==> config.mk <==
export PLATFORM = sky130hd
export DESIGN_NAME = battery_voltage_gauge_flat
export DESIGN_NICKNAME = d
export VERILOG_FILES = /design/src/hdl/bvg_pkg.sv /design/src/hdl/bvg_if.sv /design/src/hdl/battery_voltage_gauge.sv /design/src/flat_wrapper.sv
export VERILOG_INCLUDE_DIRS = /design/src /design/src/hdl
export SDC_FILE = /design/constraint.sdc
export NUM_CORES = 2
export LEC_CHECK = 0
export BUFFER_PORTS_ARGS = -buffer_cell sky130_fd_sc_hd__buf_2
export CORE_MARGIN = 2
export CORE_UTILIZATION = 55
export DETAILED_ROUTE_END_ITERATION = 7
export PLACE_DENSITY = 0.81
export RECOVER_POWER = 50
export SLEW_MARGIN = 20
export SYNTH_ARGS = -nofsm -noshare
export SYNTH_HDL_FRONTEND = slang
export SYNTH_SLANG_ARGS = --single-unit
==> constraint.sdc <==
create_clock -name clk -period 17.7 [get_ports clk]
set_clock_uncertainty 0.1 [all_clocks]
set_input_delay 1.77 -clock clk [delete_from_list [all_inputs] [get_ports clk]]
set_output_delay 1.77 -clock clk [all_outputs]
set_load 0.03 [all_outputs]
==> src/hdl/battery_voltage_gauge_assert.svh <==
// Assertion macros for the battery voltage gauge.
`ifndef BATTERY_VOLTAGE_GAUGE_ASSERT_SVH
`define BATTERY_VOLTAGE_GAUGE_ASSERT_SVH

// Same-cycle implication, checked outside reset.
`define BVG_ASSERT_IMPLY(name, ante, cons, msg) \
  name: assert property (@(posedge clk) disable iff (!rst_n) (ante) |-> (cons)) \
    else $error(msg);

// Next-cycle implication, checked outside reset.
`define BVG_ASSERT_NEXT(name, ante, cons, msg) \
  name: assert property (@(posedge clk) disable iff (!rst_n) (ante) |=> (cons)) \
    else $error(msg);

`endif

==> src/hdl/bvg_pkg.sv <==
// Types, constants and microcode program of the battery voltage gauge.
package bvg_pkg;

  localparam int SCALE_W = 12;
  localparam int USB_W   = 14;
  localparam int CFG_W   = 14;
  localparam int RAW_W   = 12;
  localparam int MV_W    = 14;
  localparam int PCT_W   = 7;
  localparam int SV_W    = 22;
  localparam int SP_W    = 15;
  localparam int VQ8_W   = 21;
  localparam int T_W     = 12;
  localparam int SEG_W   = 4;
  localparam int ACC_W   = 38;
  localparam int MUL_W   = 32;
  localparam int PROD_W  = 64;
  localparam int UVX_W   = 29;
  localparam int NSEG    = 10;

  localparam logic [SCALE_W-1:0] SCALE_RST = 12'd2579;
  localparam logic [USB_W-1:0]   USB_RST   = 14'd4500;

  // register indexes
  localparam logic [0:0] CFG_IDX_SCALE = 1'b0;
  localparam logic [0:0] CFG_IDX_USB   = 1'b1;

  // range checks (microvolts) and seeding
  localparam int ADC_MIN = 10;
  localparam logic [UVX_W-1:0] UV_MIN     = 29'd500000;
  localparam logic [UVX_W-1:0] UV_MAX     = 29'd6500000;
  localparam logic [UVX_W-1:0] UV_SAT     = 29'd16383500;
  localparam logic [UVX_W-1:0] UV_RND     = 29'd500;
  localparam logic [30:0]      UVQ8_RND   = 31'd500;
  localparam logic [SV_W-1:0]  SV_SEED_MAX = 22'd25;

  // reciprocals of 1000: floor(x/1000) = (x*R) >> K, exact over the used range
  localparam logic [MUL_W-1:0] RCP_MV = 32'd17179870;    // K = 34, x < 2^24
  localparam logic [MUL_W-1:0] RCP_Q8 = 32'd2199023256;  // K = 41, x < 2^31

  // filter coefficients, Q16
  localparam logic [MUL_W-1:0] VA_OLD    = 32'd55706;
  localparam logic [MUL_W-1:0] VA_NEW    = 32'd9830;
  localparam logic [MUL_W-1:0] PA_OLD    = 32'd58982;
  localparam logic [MUL_W-1:0] PA_NEW_Q8 = 32'd1677824;  // 6554 * 256
  localparam logic [ACC_W-1:0] ACC_RND   = 38'd32768;

  localparam logic [MV_W-1:0]  MV_MAX    = 14'd16383;
  localparam logic [PCT_W-1:0] PCT_FULL  = 7'd100;
  localparam logic [PCT_W-1:0] PCT_EMPTY = 7'd0;
  localparam logic [12:0]      MV_FULL   = 13'd4200;
  localparam logic [12:0]      MV_EMPTY  = 13'd3350;

  // Li-ion curve, one entry per segment (upper knot is previous segment's lower)
  localparam logic [12:0] SEG_LO_MV [0:NSEG-1] = '{
    13'd4100, 13'd4000, 13'd3920, 13'd3850, 13'd3790,
    13'd3740, 13'd3680, 13'd3600, 13'd3500, 13'd3350
  };
  localparam logic [PCT_W-1:0] SEG_LO_PC [0:NSEG-1] = '{
    7'd90, 7'd80, 7'd70, 7'd60, 7'd50, 7'd40, 7'd30, 7'd20, 7'd10, 7'd0
  };
  localparam logic [7:0] SEG_SPAN [0:NSEG-1] = '{
    8'd100, 8'd100, 8'd80, 8'd70, 8'd60, 8'd50, 8'd60, 8'd80, 8'd100, 8'd150
  };
  // ceil(2^24 / span)
  localparam logic [18:0] SEG_RCP [0:NSEG-1] = '{
    19'd167773, 19'd167773, 19'd209716, 19'd239675, 19'd279621,
    19'd335545, 19'd279621, 19'd209716, 19'd167773, 19'd111849
  };

  typedef struct packed {
    logic [RAW_W-1:0] raw_adc;
    logic [MV_W-1:0]  voltage_mv;
    logic             reading_valid;
    logic             on_usb_power;
    logic [PCT_W-1:0] percent;
    logic             pct_valid;
  } res_t;

  typedef logic [4:0] pc_t;

  typedef enum logic [3:0] {
    A_NONE, A_ADC, A_MV_X, A_Q8_X, A_SV, A_VQ8, A_T, A_SP, A_RAWP
  } mul_a_t;

  typedef enum logic [2:0] {
    B_SCALE, B_RCP_MV, B_RCP_Q8, B_VA_OLD, B_VA_NEW, B_PA_OLD, B_PA_NEW, B_SEG
  } mul_b_t;

  typedef enum logic [1:0] {ACC_HOLD, ACC_LOAD_RND, ACC_ADD} acc_op_t;

  typedef enum logic [3:0] {
    LD_NONE, LD_UV, LD_VQ8, LD_SV_ACC, LD_SV_VQ8, LD_T, LD_RAWP, LD_SP_ACC, LD_SP_SEED
  } ld_t;

  typedef enum logic [2:0] {J_NEXT, J_ALWAYS, J_INVALID, J_VSEED, J_USB, J_PSEED} jmp_t;

  typedef enum logic [1:0] {EM_NONE, EM_INVALID, EM_USB, EM_PCT} emit_t;

  typedef struct packed {
    mul_a_t  a;
    mul_b_t  b;
    acc_op_t acc;
    ld_t     ld;
    jmp_t    jmp;
    pc_t     target;
    emit_t   emit;
  } uword_t;

  localparam pc_t PC_START   = 5'd0;
  localparam pc_t PC_SV_SEED = 5'd8;
  localparam pc_t PC_USB_CHK = 5'd9;
  localparam pc_t PC_P_SEED  = 5'd17;
  localparam pc_t PC_PCT_OUT = 5'd18;
  localparam pc_t PC_USB_OUT = 5'd19;
  localparam pc_t PC_INVALID = 5'd20;
  localparam pc_t PC_LAST    = 5'd21;

  function automatic uword_t ucode(input pc_t pc);
    case (pc)
      // scale to microvolts, range check
      5'd0:  ucode = '{A_ADC,  B_SCALE,  ACC_HOLD,     LD_NONE,    J_NEXT,    PC_START,   EM_NONE};
      5'd1:  ucode = '{A_NONE, B_SCALE,  ACC_HOLD,     LD_UV,      J_NEXT,    PC_START,   EM_NONE};
      5'd2:  ucode = '{A_Q8_X, B_RCP_Q8, ACC_HOLD,     LD_NONE,    J_INVALID, PC_INVALID, EM_NONE};
      // voltage filter
      5'd3:  ucode = '{A_NONE, B_SCALE,  ACC_HOLD,     LD_VQ8,     J_VSEED,   PC_SV_SEED, EM_NONE};
      5'd4:  ucode = '{A_SV,   B_VA_OLD, ACC_HOLD,     LD_NONE,    J_NEXT,    PC_START,   EM_NONE};
      5'd5:  ucode = '{A_VQ8,  B_VA_NEW, ACC_LOAD_RND, LD_NONE,    J_NEXT,    PC_START,   EM_NONE};
      5'd6:  ucode = '{A_NONE, B_SCALE,  ACC_ADD,      LD_NONE,    J_NEXT,    PC_START,   EM_NONE};
      5'd7:  ucode = '{A_NONE, B_SCALE,  ACC_HOLD,     LD_SV_ACC,  J_ALWAYS,  PC_USB_CHK, EM_NONE};
      5'd8:  ucode = '{A_NONE, B_SCALE,  ACC_HOLD,     LD_SV_VQ8,  J_NEXT,    PC_START,   EM_NONE};
      5'd9:  ucode = '{A_NONE, B_SCALE,  ACC_HOLD,     LD_NONE,    J_USB,     PC_USB_OUT, EM_NONE};
      // curve lookup
      5'd10: ucode = '{A_NONE, B_SCALE,  ACC_HOLD,     LD_T,       J_NEXT,    PC_START,   EM_NONE};
      5'd11: ucode = '{A_T,    B_SEG,    ACC_HOLD,     LD_NONE,    J_NEXT,    PC_START,   EM_NONE};
      5'd12: ucode = '{A_NONE, B_SCALE,  ACC_HOLD,     LD_RAWP,    J_PSEED,   PC_P_SEED,  EM_NONE};
      // percent filter
      5'd13: ucode = '{A_SP,   B_PA_OLD, ACC_HOLD,     LD_NONE,    J_NEXT,    PC_START,   EM_NONE};
      5'd14: ucode = '{A_RAWP, B_PA_NEW, ACC_LOAD_RND, LD_NONE,    J_NEXT,    PC_START,   EM_NONE};
      5'd15: ucode = '{A_NONE, B_SCALE,  ACC_ADD,      LD_NONE,    J_NEXT,    PC_START,   EM_NONE};
      5'd16: ucode = '{A_NONE, B_SCALE,  ACC_HOLD,     LD_SP_ACC,  J_ALWAYS,  PC_PCT_OUT, EM_NONE};
      5'd17: ucode = '{A_NONE, B_SCALE,  ACC_HOLD,     LD_SP_SEED, J_NEXT,    PC_START,   EM_NONE};
      // results
      5'd18: ucode = '{A_NONE, B_SCALE,  ACC_HOLD,     LD_NONE,    J_NEXT,    PC_START,   EM_PCT};
      5'd19: ucode = '{A_NONE, B_SCALE,  ACC_HOLD,     LD_NONE,    J_NEXT,    PC_START,   EM_USB};
      5'd20: ucode = '{A_MV_X, B_RCP_MV, ACC_HOLD,     LD_NONE,    J_NEXT,    PC_START,   EM_NONE};
      5'd21: ucode = '{A_NONE, B_SCALE,  ACC_HOLD,     LD_NONE,    J_NEXT,    PC_START,   EM_INVALID};
      default: ucode = '{A_NONE, B_SCALE, ACC_HOLD,    LD_NONE,    J_NEXT,    PC_START,   EM_NONE};
    endcase
  endfunction

endpackage

==> src/hdl/bvg_if.sv <==
// Valid/ready channels of the battery voltage gauge.
interface bvg_in_if #(parameter int ADC_BITS = 12) ();
  logic                valid;
  logic                ready;
  logic [ADC_BITS-1:0] adc_count;

  modport source (output valid, output adc_count, input ready);
  modport sink   (input valid, input adc_count, output ready);
endinterface

interface bvg_out_if import bvg_pkg::*; ();
  logic             valid;
  logic             ready;
  logic [RAW_W-1:0] raw_adc;
  logic [MV_W-1:0]  voltage_mv;
  logic             reading_valid;
  logic             on_usb_power;
  logic [PCT_W-1:0] percent;
  logic             pct_valid;

  modport source (output valid, output raw_adc, output voltage_mv, output reading_valid,
                  output on_usb_power, output percent, output pct_valid, input ready);
  modport sink   (input valid, input raw_adc, input voltage_mv, input reading_valid,
                  input on_usb_power, input percent, input pct_valid, output ready);
endinterface

==> src/hdl/battery_voltage_gauge.sv <==
// Battery voltage gauge: one ADC reading in, one voltage/percent result out.
// Each request is run by a small microcode program over one shared 32x32 multiplier
// with a registered product and an accumulator; a reading that fails the range checks
// takes the shortest path, one whose filtered voltage is at or above the USB threshold
// skips the percent curve, and the rest evaluate the curve; seeding either filter
// shortens its path. The multiplier does every product in turn (scaling, divisions
// by 1000 through reciprocals, both filters, the curve interpolation). A new request
// is taken the cycle after the result is loaded into the output register, even while
// that result still waits to be taken; a full output register stalls the program on
// its last step. Configuration writes land at once and are meant for idle.

`include "battery_voltage_gauge_assert.svh"

module battery_voltage_gauge import bvg_pkg::*; #(
  parameter int ADC_BITS = 12
) (
  input  logic             clk,
  input  logic             rst_n,
  bvg_in_if.sink           in_ch,
  bvg_out_if.source        out_ch,
  input  logic             cfg_we,
  input  logic [0:0]       cfg_index,
  input  logic [CFG_W-1:0] cfg_data
);

  localparam int UV_W = ADC_BITS + SCALE_W;

  // sequencer
  logic                busy_r, busy_nxt;
  pc_t                 pc_r, pc_nxt;
  uword_t              uw;
  logic                step_en, emit_fire, take, in_acc;

  // datapath
  logic [ADC_BITS-1:0] adc_r, adc_nxt;
  logic [PROD_W-1:0]   prod_r, prod_nxt;
  logic [ACC_W-1:0]    acc_r, acc_nxt;
  logic [UV_W-1:0]     uv_r, uv_nxt;
  logic [VQ8_W-1:0]    vq8_r, vq8_nxt;
  logic [SEG_W-1:0]    seg_r, seg_nxt;
  logic [T_W-1:0]      t_r, t_nxt;
  logic [PCT_W-1:0]    rawp_r, rawp_nxt;

  // gauge state and configuration
  logic [SV_W-1:0]     sv_r, sv_nxt;
  logic [SP_W-1:0]     sp_r, sp_nxt;
  logic                seeded_r, seeded_nxt;
  logic [PCT_W-1:0]    held_r, held_nxt;
  logic                held_v_r, held_v_nxt;
  logic [SCALE_W-1:0]  scale_r, scale_nxt;
  logic [USB_W-1:0]    usb_r, usb_nxt;

  // result register
  logic                out_valid_r, out_valid_nxt;
  res_t                res_r, res_nxt;

  // combinational helpers
  logic [MUL_W-1:0]    mul_a, mul_b;
  logic [UVX_W-1:0]    uv_ext, x_mv;
  logic [30:0]         x_q8;
  logic                uv_sat, c_invalid, c_vseed, c_usb, c_pseed, taken;
  logic [SEG_W-1:0]    seg_c;
  logic [SV_W-1:0]     lo_c;
  logic [15:0]         y_c;
  logic [20:0]         n_c;
  logic [SV_W:0]       mv_sum;
  logic [14:0]         mv_q;
  logic [MV_W-1:0]     mv_filt;
  logic [SP_W:0]       pct_sum;
  logic [7:0]          pct_q;
  logic [PCT_W-1:0]    pct_c;

  assign in_acc      = in_ch.valid && !busy_r;
  assign in_ch.ready = !busy_r;

  assign out_ch.valid         = out_valid_r;
  assign out_ch.raw_adc       = res_r.raw_adc;
  assign out_ch.voltage_mv    = res_r.voltage_mv;
  assign out_ch.reading_valid = res_r.reading_valid;
  assign out_ch.on_usb_power  = res_r.on_usb_power;
  assign out_ch.percent       = res_r.percent;
  assign out_ch.pct_valid     = res_r.pct_valid;

  always_comb begin
    uw = ucode(pc_r);

    // a step that emits waits for a free output register
    take      = !out_valid_r || out_ch.ready;
    step_en   = busy_r && ((uw.emit == EM_NONE) || take);
    emit_fire = step_en && (uw.emit != EM_NONE);

    // microvolt views of the scaled reading
    uv_ext = UVX_W'(uv_r);
    x_mv   = uv_ext + UV_RND;
    x_q8   = {uv_ext[22:0], 8'd0} + UVQ8_RND;
    uv_sat = uv_ext >= UV_SAT;

    // branch conditions
    c_invalid = (adc_r <= ADC_BITS'(ADC_MIN)) || (uv_ext < UV_MIN) || (uv_ext > UV_MAX);
    c_vseed   = sv_r <= SV_SEED_MAX;
    c_usb     = sv_r >= {usb_r, 8'd0};
    c_pseed   = !seeded_r;
    case (uw.jmp)
      J_NEXT:    taken = 1'b0;
      J_ALWAYS:  taken = 1'b1;
      J_INVALID: taken = c_invalid;
      J_VSEED:   taken = c_vseed;
      J_USB:     taken = c_usb;
      J_PSEED:   taken = c_pseed;
      default:   taken = 1'b0;
    endcase

    // curve segment: first knot at or below the filtered voltage
    seg_c = SEG_W'(NSEG - 1);
    for (int i = NSEG - 1; i >= 0; i--) begin
      if (sv_r >= {1'b0, SEG_LO_MV[i], 8'd0}) seg_c = SEG_W'(i);
    end
    lo_c = {1'b0, SEG_LO_MV[seg_c], 8'd0};
    y_c  = 16'(sv_r - lo_c);
    // round(10*y / (256*span)) = floor(t / span), t = (20*y + 256*span) >> 9
    n_c  = 21'(y_c) * 21'd20 + 21'({SEG_SPAN[seg_c], 8'd0});

    // multiplier operands
    case (uw.a)
      A_ADC:   mul_a = MUL_W'(adc_r);
      A_MV_X:  mul_a = MUL_W'(x_mv[23:0]);
      A_Q8_X:  mul_a = MUL_W'(x_q8);
      A_SV:    mul_a = MUL_W'(sv_r);
      A_VQ8:   mul_a = MUL_W'(vq8_r);
      A_T:     mul_a = MUL_W'(t_r);
      A_SP:    mul_a = MUL_W'(sp_r);
      A_RAWP:  mul_a = MUL_W'(rawp_r);
      default: mul_a = '0;
    endcase
    case (uw.b)
      B_SCALE:  mul_b = MUL_W'(scale_r);
      B_RCP_MV: mul_b = RCP_MV;
      B_RCP_Q8: mul_b = RCP_Q8;
      B_VA_OLD: mul_b = VA_OLD;
      B_VA_NEW: mul_b = VA_NEW;
      B_PA_OLD: mul_b = PA_OLD;
      B_PA_NEW: mul_b = PA_NEW_Q8;
      B_SEG:    mul_b = MUL_W'(SEG_RCP[seg_r]);
      default:  mul_b = '0;
    endcase

    // rounded outputs
    mv_sum  = {1'b0, sv_r} + 23'd128;
    mv_q    = mv_sum[22:8];
    mv_filt = (mv_q > 15'(MV_MAX)) ? MV_MAX : mv_q[13:0];
    pct_sum = {1'b0, sp_r} + 16'd128;
    pct_q   = pct_sum[15:8];
    pct_c   = (pct_q > 8'(PCT_FULL)) ? PCT_FULL : pct_q[6:0];

    // defaults
    busy_nxt      = busy_r;
    pc_nxt        = pc_r;
    adc_nxt       = adc_r;
    prod_nxt      = prod_r;
    acc_nxt       = acc_r;
    uv_nxt        = uv_r;
    vq8_nxt       = vq8_r;
    seg_nxt       = seg_r;
    t_nxt         = t_r;
    rawp_nxt      = rawp_r;
    sv_nxt        = sv_r;
    sp_nxt        = sp_r;
    seeded_nxt    = seeded_r;
    held_nxt      = held_r;
    held_v_nxt    = held_v_r;
    scale_nxt     = scale_r;
    usb_nxt       = usb_r;
    out_valid_nxt = out_valid_r && !out_ch.ready;
    res_nxt       = res_r;

    if (cfg_we) begin
      case (cfg_index)
        CFG_IDX_SCALE: scale_nxt = cfg_data[SCALE_W-1:0];
        CFG_IDX_USB:   usb_nxt   = cfg_data[USB_W-1:0];
        default: ;
      endcase
    end

    if (in_acc) begin
      busy_nxt = 1'b1;
      pc_nxt   = PC_START;
      adc_nxt  = in_ch.adc_count;
    end

    if (step_en) begin
      if (uw.a != A_NONE) prod_nxt = PROD_W'(mul_a) * PROD_W'(mul_b);

      case (uw.acc)
        ACC_LOAD_RND: acc_nxt = prod_r[ACC_W-1:0] + ACC_RND;
        ACC_ADD:      acc_nxt = acc_r + prod_r[ACC_W-1:0];
        default: ;
      endcase

      case (uw.ld)
        LD_UV:      uv_nxt  = prod_r[UV_W-1:0];
        LD_VQ8:     vq8_nxt = prod_r[41 +: VQ8_W];
        LD_SV_ACC:  sv_nxt  = acc_r[16 +: SV_W];
        LD_SV_VQ8:  sv_nxt  = SV_W'(vq8_r);
        LD_T: begin
          seg_nxt = seg_c;
          t_nxt   = n_c[20:9];
        end
        LD_RAWP: begin
          if (sv_r >= {1'b0, MV_FULL, 8'd0}) begin
            rawp_nxt = PCT_FULL;
          end else if (sv_r <= {1'b0, MV_EMPTY, 8'd0}) begin
            rawp_nxt = PCT_EMPTY;
          end else begin
            rawp_nxt = SEG_LO_PC[seg_r] + PCT_W'(prod_r[27:24]);
          end
        end
        LD_SP_ACC:  sp_nxt = acc_r[16 +: SP_W];
        LD_SP_SEED: begin
          sp_nxt     = {rawp_r, 8'd0};
          seeded_nxt = 1'b1;
        end
        default: ;
      endcase

      case (uw.emit)
        EM_INVALID: begin
          res_nxt.voltage_mv    = uv_sat ? MV_MAX : prod_r[34 +: MV_W];
          res_nxt.reading_valid = 1'b0;
          res_nxt.on_usb_power  = 1'b0;
          res_nxt.percent       = PCT_EMPTY;
          res_nxt.pct_valid     = 1'b0;
        end
        EM_USB: begin
          res_nxt.voltage_mv    = mv_filt;
          res_nxt.reading_valid = 1'b1;
          res_nxt.on_usb_power  = 1'b1;
          res_nxt.percent       = held_v_r ? held_r : PCT_EMPTY;
          res_nxt.pct_valid     = held_v_r;
        end
        EM_PCT: begin
          res_nxt.voltage_mv    = mv_filt;
          res_nxt.reading_valid = 1'b1;
          res_nxt.on_usb_power  = 1'b0;
          res_nxt.percent       = pct_c;
          res_nxt.pct_valid     = 1'b1;
          held_nxt              = pct_c;
          held_v_nxt            = 1'b1;
        end
        default: ;
      endcase

      if (emit_fire) begin
        // echo only when loading, a waiting result keeps its own reading
        res_nxt.raw_adc = RAW_W'(adc_r);
        busy_nxt      = 1'b0;
        pc_nxt        = PC_START;
        out_valid_nxt = 1'b1;
      end else begin
        pc_nxt = taken ? uw.target : pc_t'(pc_r + 5'd1);
      end
    end
  end

  // control state
  always_ff @(posedge clk) begin
    if (!rst_n) begin
      busy_r      <= 1'b0;
      pc_r        <= PC_START;
      out_valid_r <= 1'b0;
      sv_r        <= '0;
      sp_r        <= '0;
      seeded_r    <= 1'b0;
      held_r      <= '0;
      held_v_r    <= 1'b0;
      scale_r     <= SCALE_RST;
      usb_r       <= USB_RST;
    end else begin
      busy_r      <= busy_nxt;
      pc_r        <= pc_nxt;
      out_valid_r <= out_valid_nxt;
      sv_r        <= sv_nxt;
      sp_r        <= sp_nxt;
      seeded_r    <= seeded_nxt;
      held_r      <= held_nxt;
      held_v_r    <= held_v_nxt;
      scale_r     <= scale_nxt;
      usb_r       <= usb_nxt;
    end
  end

  // payload, no reset
  always_ff @(posedge clk) begin
    adc_r  <= adc_nxt;
    prod_r <= prod_nxt;
    acc_r  <= acc_nxt;
    uv_r   <= uv_nxt;
    vq8_r  <= vq8_nxt;
    seg_r  <= seg_nxt;
    t_r    <= t_nxt;
    rawp_r <= rawp_nxt;
    res_r  <= res_nxt;
  end

  `BVG_ASSERT_NEXT(a_start, in_acc, busy_r && (pc_r == PC_START), "request did not start program")
  `BVG_ASSERT_IMPLY(a_pc_range, busy_r, pc_r <= PC_LAST, "sequencer left the program")
  `BVG_ASSERT_NEXT(a_held_sticky, held_v_r, held_v_r, "held percent lost its valid flag")
  `BVG_ASSERT_IMPLY(a_pct_ok, out_valid_r && res_r.pct_valid, res_r.reading_valid && (res_r.percent <= PCT_FULL), "percent result out of range")

endmodule

==> src/flat_wrapper.sv <==
// flat-port wrapper written by rule: the top's interface ports become plain ports
module battery_voltage_gauge_flat import bvg_pkg::*;
#(
  parameter int ADC_BITS = 12
)
  (clk, rst_n, cfg_we, cfg_index, cfg_data, in_ch_valid, in_ch_adc_count, in_ch_ready, out_ch_valid, out_ch_raw_adc, out_ch_voltage_mv, out_ch_reading_valid, out_ch_on_usb_power, out_ch_percent, out_ch_pct_valid, out_ch_ready);
  bvg_in_if #(.ADC_BITS(ADC_BITS)) in_ch_i ();
  bvg_out_if out_ch_i ();
  input  logic clk;
  input  logic rst_n;
  input  logic cfg_we;
  input  logic [0:0] cfg_index;
  input  logic [CFG_W-1:0] cfg_data;
  input wire logic [$bits(in_ch_i.valid)-1:0] in_ch_valid;
  input wire logic [$bits(in_ch_i.adc_count)-1:0] in_ch_adc_count;
  output wire logic [$bits(in_ch_i.ready)-1:0] in_ch_ready;
  output wire logic [$bits(out_ch_i.valid)-1:0] out_ch_valid;
  output wire logic [$bits(out_ch_i.raw_adc)-1:0] out_ch_raw_adc;
  output wire logic [$bits(out_ch_i.voltage_mv)-1:0] out_ch_voltage_mv;
  output wire logic [$bits(out_ch_i.reading_valid)-1:0] out_ch_reading_valid;
  output wire logic [$bits(out_ch_i.on_usb_power)-1:0] out_ch_on_usb_power;
  output wire logic [$bits(out_ch_i.percent)-1:0] out_ch_percent;
  output wire logic [$bits(out_ch_i.pct_valid)-1:0] out_ch_pct_valid;
  input wire logic [$bits(out_ch_i.ready)-1:0] out_ch_ready;
  assign in_ch_i.valid = in_ch_valid;
  assign in_ch_i.adc_count = in_ch_adc_count;
  assign in_ch_ready = in_ch_i.ready;
  assign out_ch_valid = out_ch_i.valid;
  assign out_ch_raw_adc = out_ch_i.raw_adc;
  assign out_ch_voltage_mv = out_ch_i.voltage_mv;
  assign out_ch_reading_valid = out_ch_i.reading_valid;
  assign out_ch_on_usb_power = out_ch_i.on_usb_power;
  assign out_ch_percent = out_ch_i.percent;
  assign out_ch_pct_valid = out_ch_i.pct_valid;
  assign out_ch_i.ready = out_ch_ready;
  battery_voltage_gauge #(.ADC_BITS(ADC_BITS)) u_core (.clk(clk), .rst_n(rst_n), .in_ch(in_ch_i), .out_ch(out_ch_i), .cfg_we(cfg_we), .cfg_index(cfg_index), .cfg_data(cfg_data));
endmodule
==> run_results.csv <==
group,metric,value,unit
sta,slew_viol_final,182,
floorplanning,die_w,286,um
cts,post_cts_resize_count,0,
synthesis,ys.warnings.count,0,
power,netSwitchingFraction,0.452,
critical_path,reg2regPathDepth,30,
cts,root_buffer,"clkbuf_16",
sta,tns,0,ns
routing,drt_iter0_drc,3731,
routing,avgRoutedWirePerCell,23.6,um
outcome,status,"finished with violations",
cts,cts_hold_buffers,0,
finish,layout_common_cells,"inv_1 (883), fa_1 (627), nand2_1 (549), nor2_1 (490), ha_1 (428)",
cts,htreeDepth,2,
power,internal_power,1.98,mW
cts,cts_max_path_buffers,3,
floorplanning,dieArea,0.0819,mm2
power,pwr-share-clk,0.207,
synthesis,synth_flop_cell,"edfxtp_1",
critical_path,cp-startpoint,"u_core.uw[21]",
synthesis,synth_seq_cells,317,
grt,grt_max_degree,92,
sta,setup_viol_count_final,0,
placement,gp_congestion,1.03,
sta,worst_pin_slew,3.86,ns
hold_path,hp-start,"u_core.prod_r[53]",
floorplanning,start_util,0.556,
critical_path,required,17.90,ns
floorplanning,num_rows,103,
synthesis,synth_cell_type_count,81,
critical_path,cp.depth,30,
power,p_comb_frac,0.518,
synthesis,syn_nets,5954,
critical_path,timing.rr.end,"u_core.prod_r[58]",
critical_path,path_common_cell,"fa_1",
critical_path,worstSetupPathType,"register to register",
critical_path,cp_top_family,"adder cells",
critical_path,endpoint,"u_core.prod_r[58]",
cts,clk_pin_slew_worst_paths,0.07,ns
synthesis,synthArstFlopShare,0,
placement,dpl.cell_count,5858,
sta,slew_headroom,-1.58,
placement,dp_hpwl,109000,um
floorplanning,core_area,0.0789,mm2
sta,period_minus_slack,11.32,ns
power,cellPowerDensity,77.5,mW/mm2
critical_path,worstPathArrival,11.53,ns
power,p_seq_frac,0.276,
synthesis,netlist_instances,4867,
grt,grt_usage,0.345,
floorplanning,io_pins,70,
critical_path,r2r_setup_slack,6.38,ns
routing,drtPass1Iterations,8,
grt,grt_overflow,0,
outcome,violations,"design-rule violations, max-capacitance violations, max-slew violations",
finish,drive_gt1_frac,0.0548,
cts,insertion_delay,0.57,ns
finish,antenna_cells,0,
power,power_leakage,22.7,nW
synthesis,synth_area,0.0438,mm2
power,switchingPower,1.63,mW
finish,syn_to_final_growth,6.40,%
routing,totalWireLength,139000,um
routing,drt-vias-per-instance,5.99,
cts,cts_made_buffers,36,
finish,final_common_cell,"inv_1",
grt,antenna_found_initial,2,
job,maxCapViolCount,3,
sta,finalCritPeriodShare,0.640,
critical_path,slowest_delay,0.86,ns
critical_path,timing.rr.start,"u_core.uw[21]",
synthesis,synth_edf_count,216,
critical_path,startpoint_type,"register",
routing,ant_nets,0,
routing,remaining_drc_errors,1,
finish,fillerInstances,6735,
floorplanning,die_y,286,um
finish,final_cells,5922,
hold_path,hold_class,"register to register",
grt,grt_pass1_wl,212000,um
synthesis,postSynthAreaPerCell,9.00,um2
cts,cts_setup_buffers,0,
critical_path,critPathMaxFanout,19,
critical_path,crit_buf_inv,5,
cts,tritoncts,"yes",
synthesis,yosysSeqAreaShare,0.194,
sta,rsz0062_at_grt,"false",
finish,nets,5933,
sta,hold_viol,0,
routing,dr_total_vias,35500,
power,ir_drop,143,uV
cts,cts.sinks,317,
critical_path,critPathSlowestCell,"nand3_1",
grt,first_global_vias,35900,
critical_path,setup.worst_path.end_class,"register",
placement,io_buffers,69,
sta,max_clock_freq,0.0883,GHz
==> power groups by stage <==
stage	Clock [mW]	Sequential, mW	Combinational, mW
3_3_place_gp	0	1.01	1.77
6_report	0.747	0.997	1.87
4_1_cts	0.749	0.995	1.81
3_5_place_dp	0	1.01	1.78
2_1_floorplan	0	0.943	1.21
5_1_grt	0.779	0.995	2.05
==> state kept, by name, summed over array words and instances (netlist names), 14 cells and up <==
name	cells
u_core.prod_r	62
u_core.acc_r	38
u_core.uv_r	24
u_core.sv_r	22
u_core.uw	22
u_core.vq8_r	21
u_core.sp_r	15
u_core.out_ch.voltage_mv	14
u_core.usb_r	14
==> kinds of logic after synthesis <==
family,count (synthesis),share of synthesized area
simple gates,1493,0.150
flops,317,0.194
mux,67,0.0158
xor+xnor,195,0.0390
compound gates,638,0.0975
buf+inv,1101,0.0946
fa+ha+maj,1056,0.409
==> stage by stage <==
stage	utilization	worst slack, ns	area [um2]	total power, mW	hold slack [ns]
after floorplan	-	8.13	43800	2.16	0.300
after CTS	0.592	6.63	46700	3.56	0.310
after global routing	0.591	5.91	46600	3.82	0.328
final	0.591	6.38	46600	3.62	0.310
after detailed placement	0.578	6.67	45600	2.79	0.305
after global placement	0.577	6.84	45500	2.78	0.301
==> cells in the mapped netlist, types with 11 or more instances <==
library cell,number,share of area
o211ai_1,22,0.0038
nor3_1,74,0.0085
or3_1,15,0.0021
o21ai_0,98,0.011
a31oi_1,20,0.0029
o21a_1,19,0.0033
nor2b_1,34,0.0049
fa_1,627,0.29
o21bai_1,17,0.0029
nand4_1,26,0.0037
nand3_1,105,0.012
or2_2,13,0.0019
a211oi_1,13,0.0022
and3_1,31,0.0044
xor2_1,73,0.015
a21boi_0,32,0.0055
nand2b_1,68,0.0097
o211a_1,30,0.0069
xnor2_1,122,0.024
and2_1,46,0.0066
a21o_1,77,0.013
dfxtp_1,101,0.046
nor2_1,492,0.042
edfxtp_1,216,0.15
a21oi_1,182,0.021
mux2i_1,48,0.011
o22ai_1,11,0.0016
ha_1,428,0.12
clkbuf_1,205,0.018
mux2_2,19,0.0049
a22o_1,12,0.0024
a22oi_1,24,0.0041
nand2_1,549,0.047
inv_1,883,0.076
==> worst min path at each step <==
stage               cells past startpoint          endpoint  slack (ns)
finish                                  0  u_core.vq8_r[12]        0.31
global route                            0   u_core.vq8_r[7]        0.33
CTS                                     0  u_core.vq8_r[12]        0.31
detailed placement                      0   u_core.vq8_r[9]        0.30
global placement                        0  u_core.vq8_r[16]        0.30
floorplan                               0  u_core.vq8_r[10]        0.30
==> cell type report <==
class | count | area (um2) | share of cell area
clock buffers | 43 | 980 | 0.0210
clock inverters | 21 | 171 | 0.00368
inverters | 883 | 3310 | 0.0711
multi-input cells | 3449 | 31400 | 0.673
flip-flops and latches | 317 | 8510 | 0.183
well taps | 1050 | 1310 | 0.0282
repair buffers | 159 | 971 | 0.0208
==> routing by layer <==
metal / vias to the layer above / share of wire / global-route usage
met5: - / 0.00012 / 0
met4: 2 / 0.062 / 0.173
met3: 452 / 0.12 / 0.114
met2: 2003 / 0.43 / 0.517
met1: 17500 / 0.39 / 0.450
li1: 15500 / - / -
No activity file was read; power rests on OpenSTA's default activity.
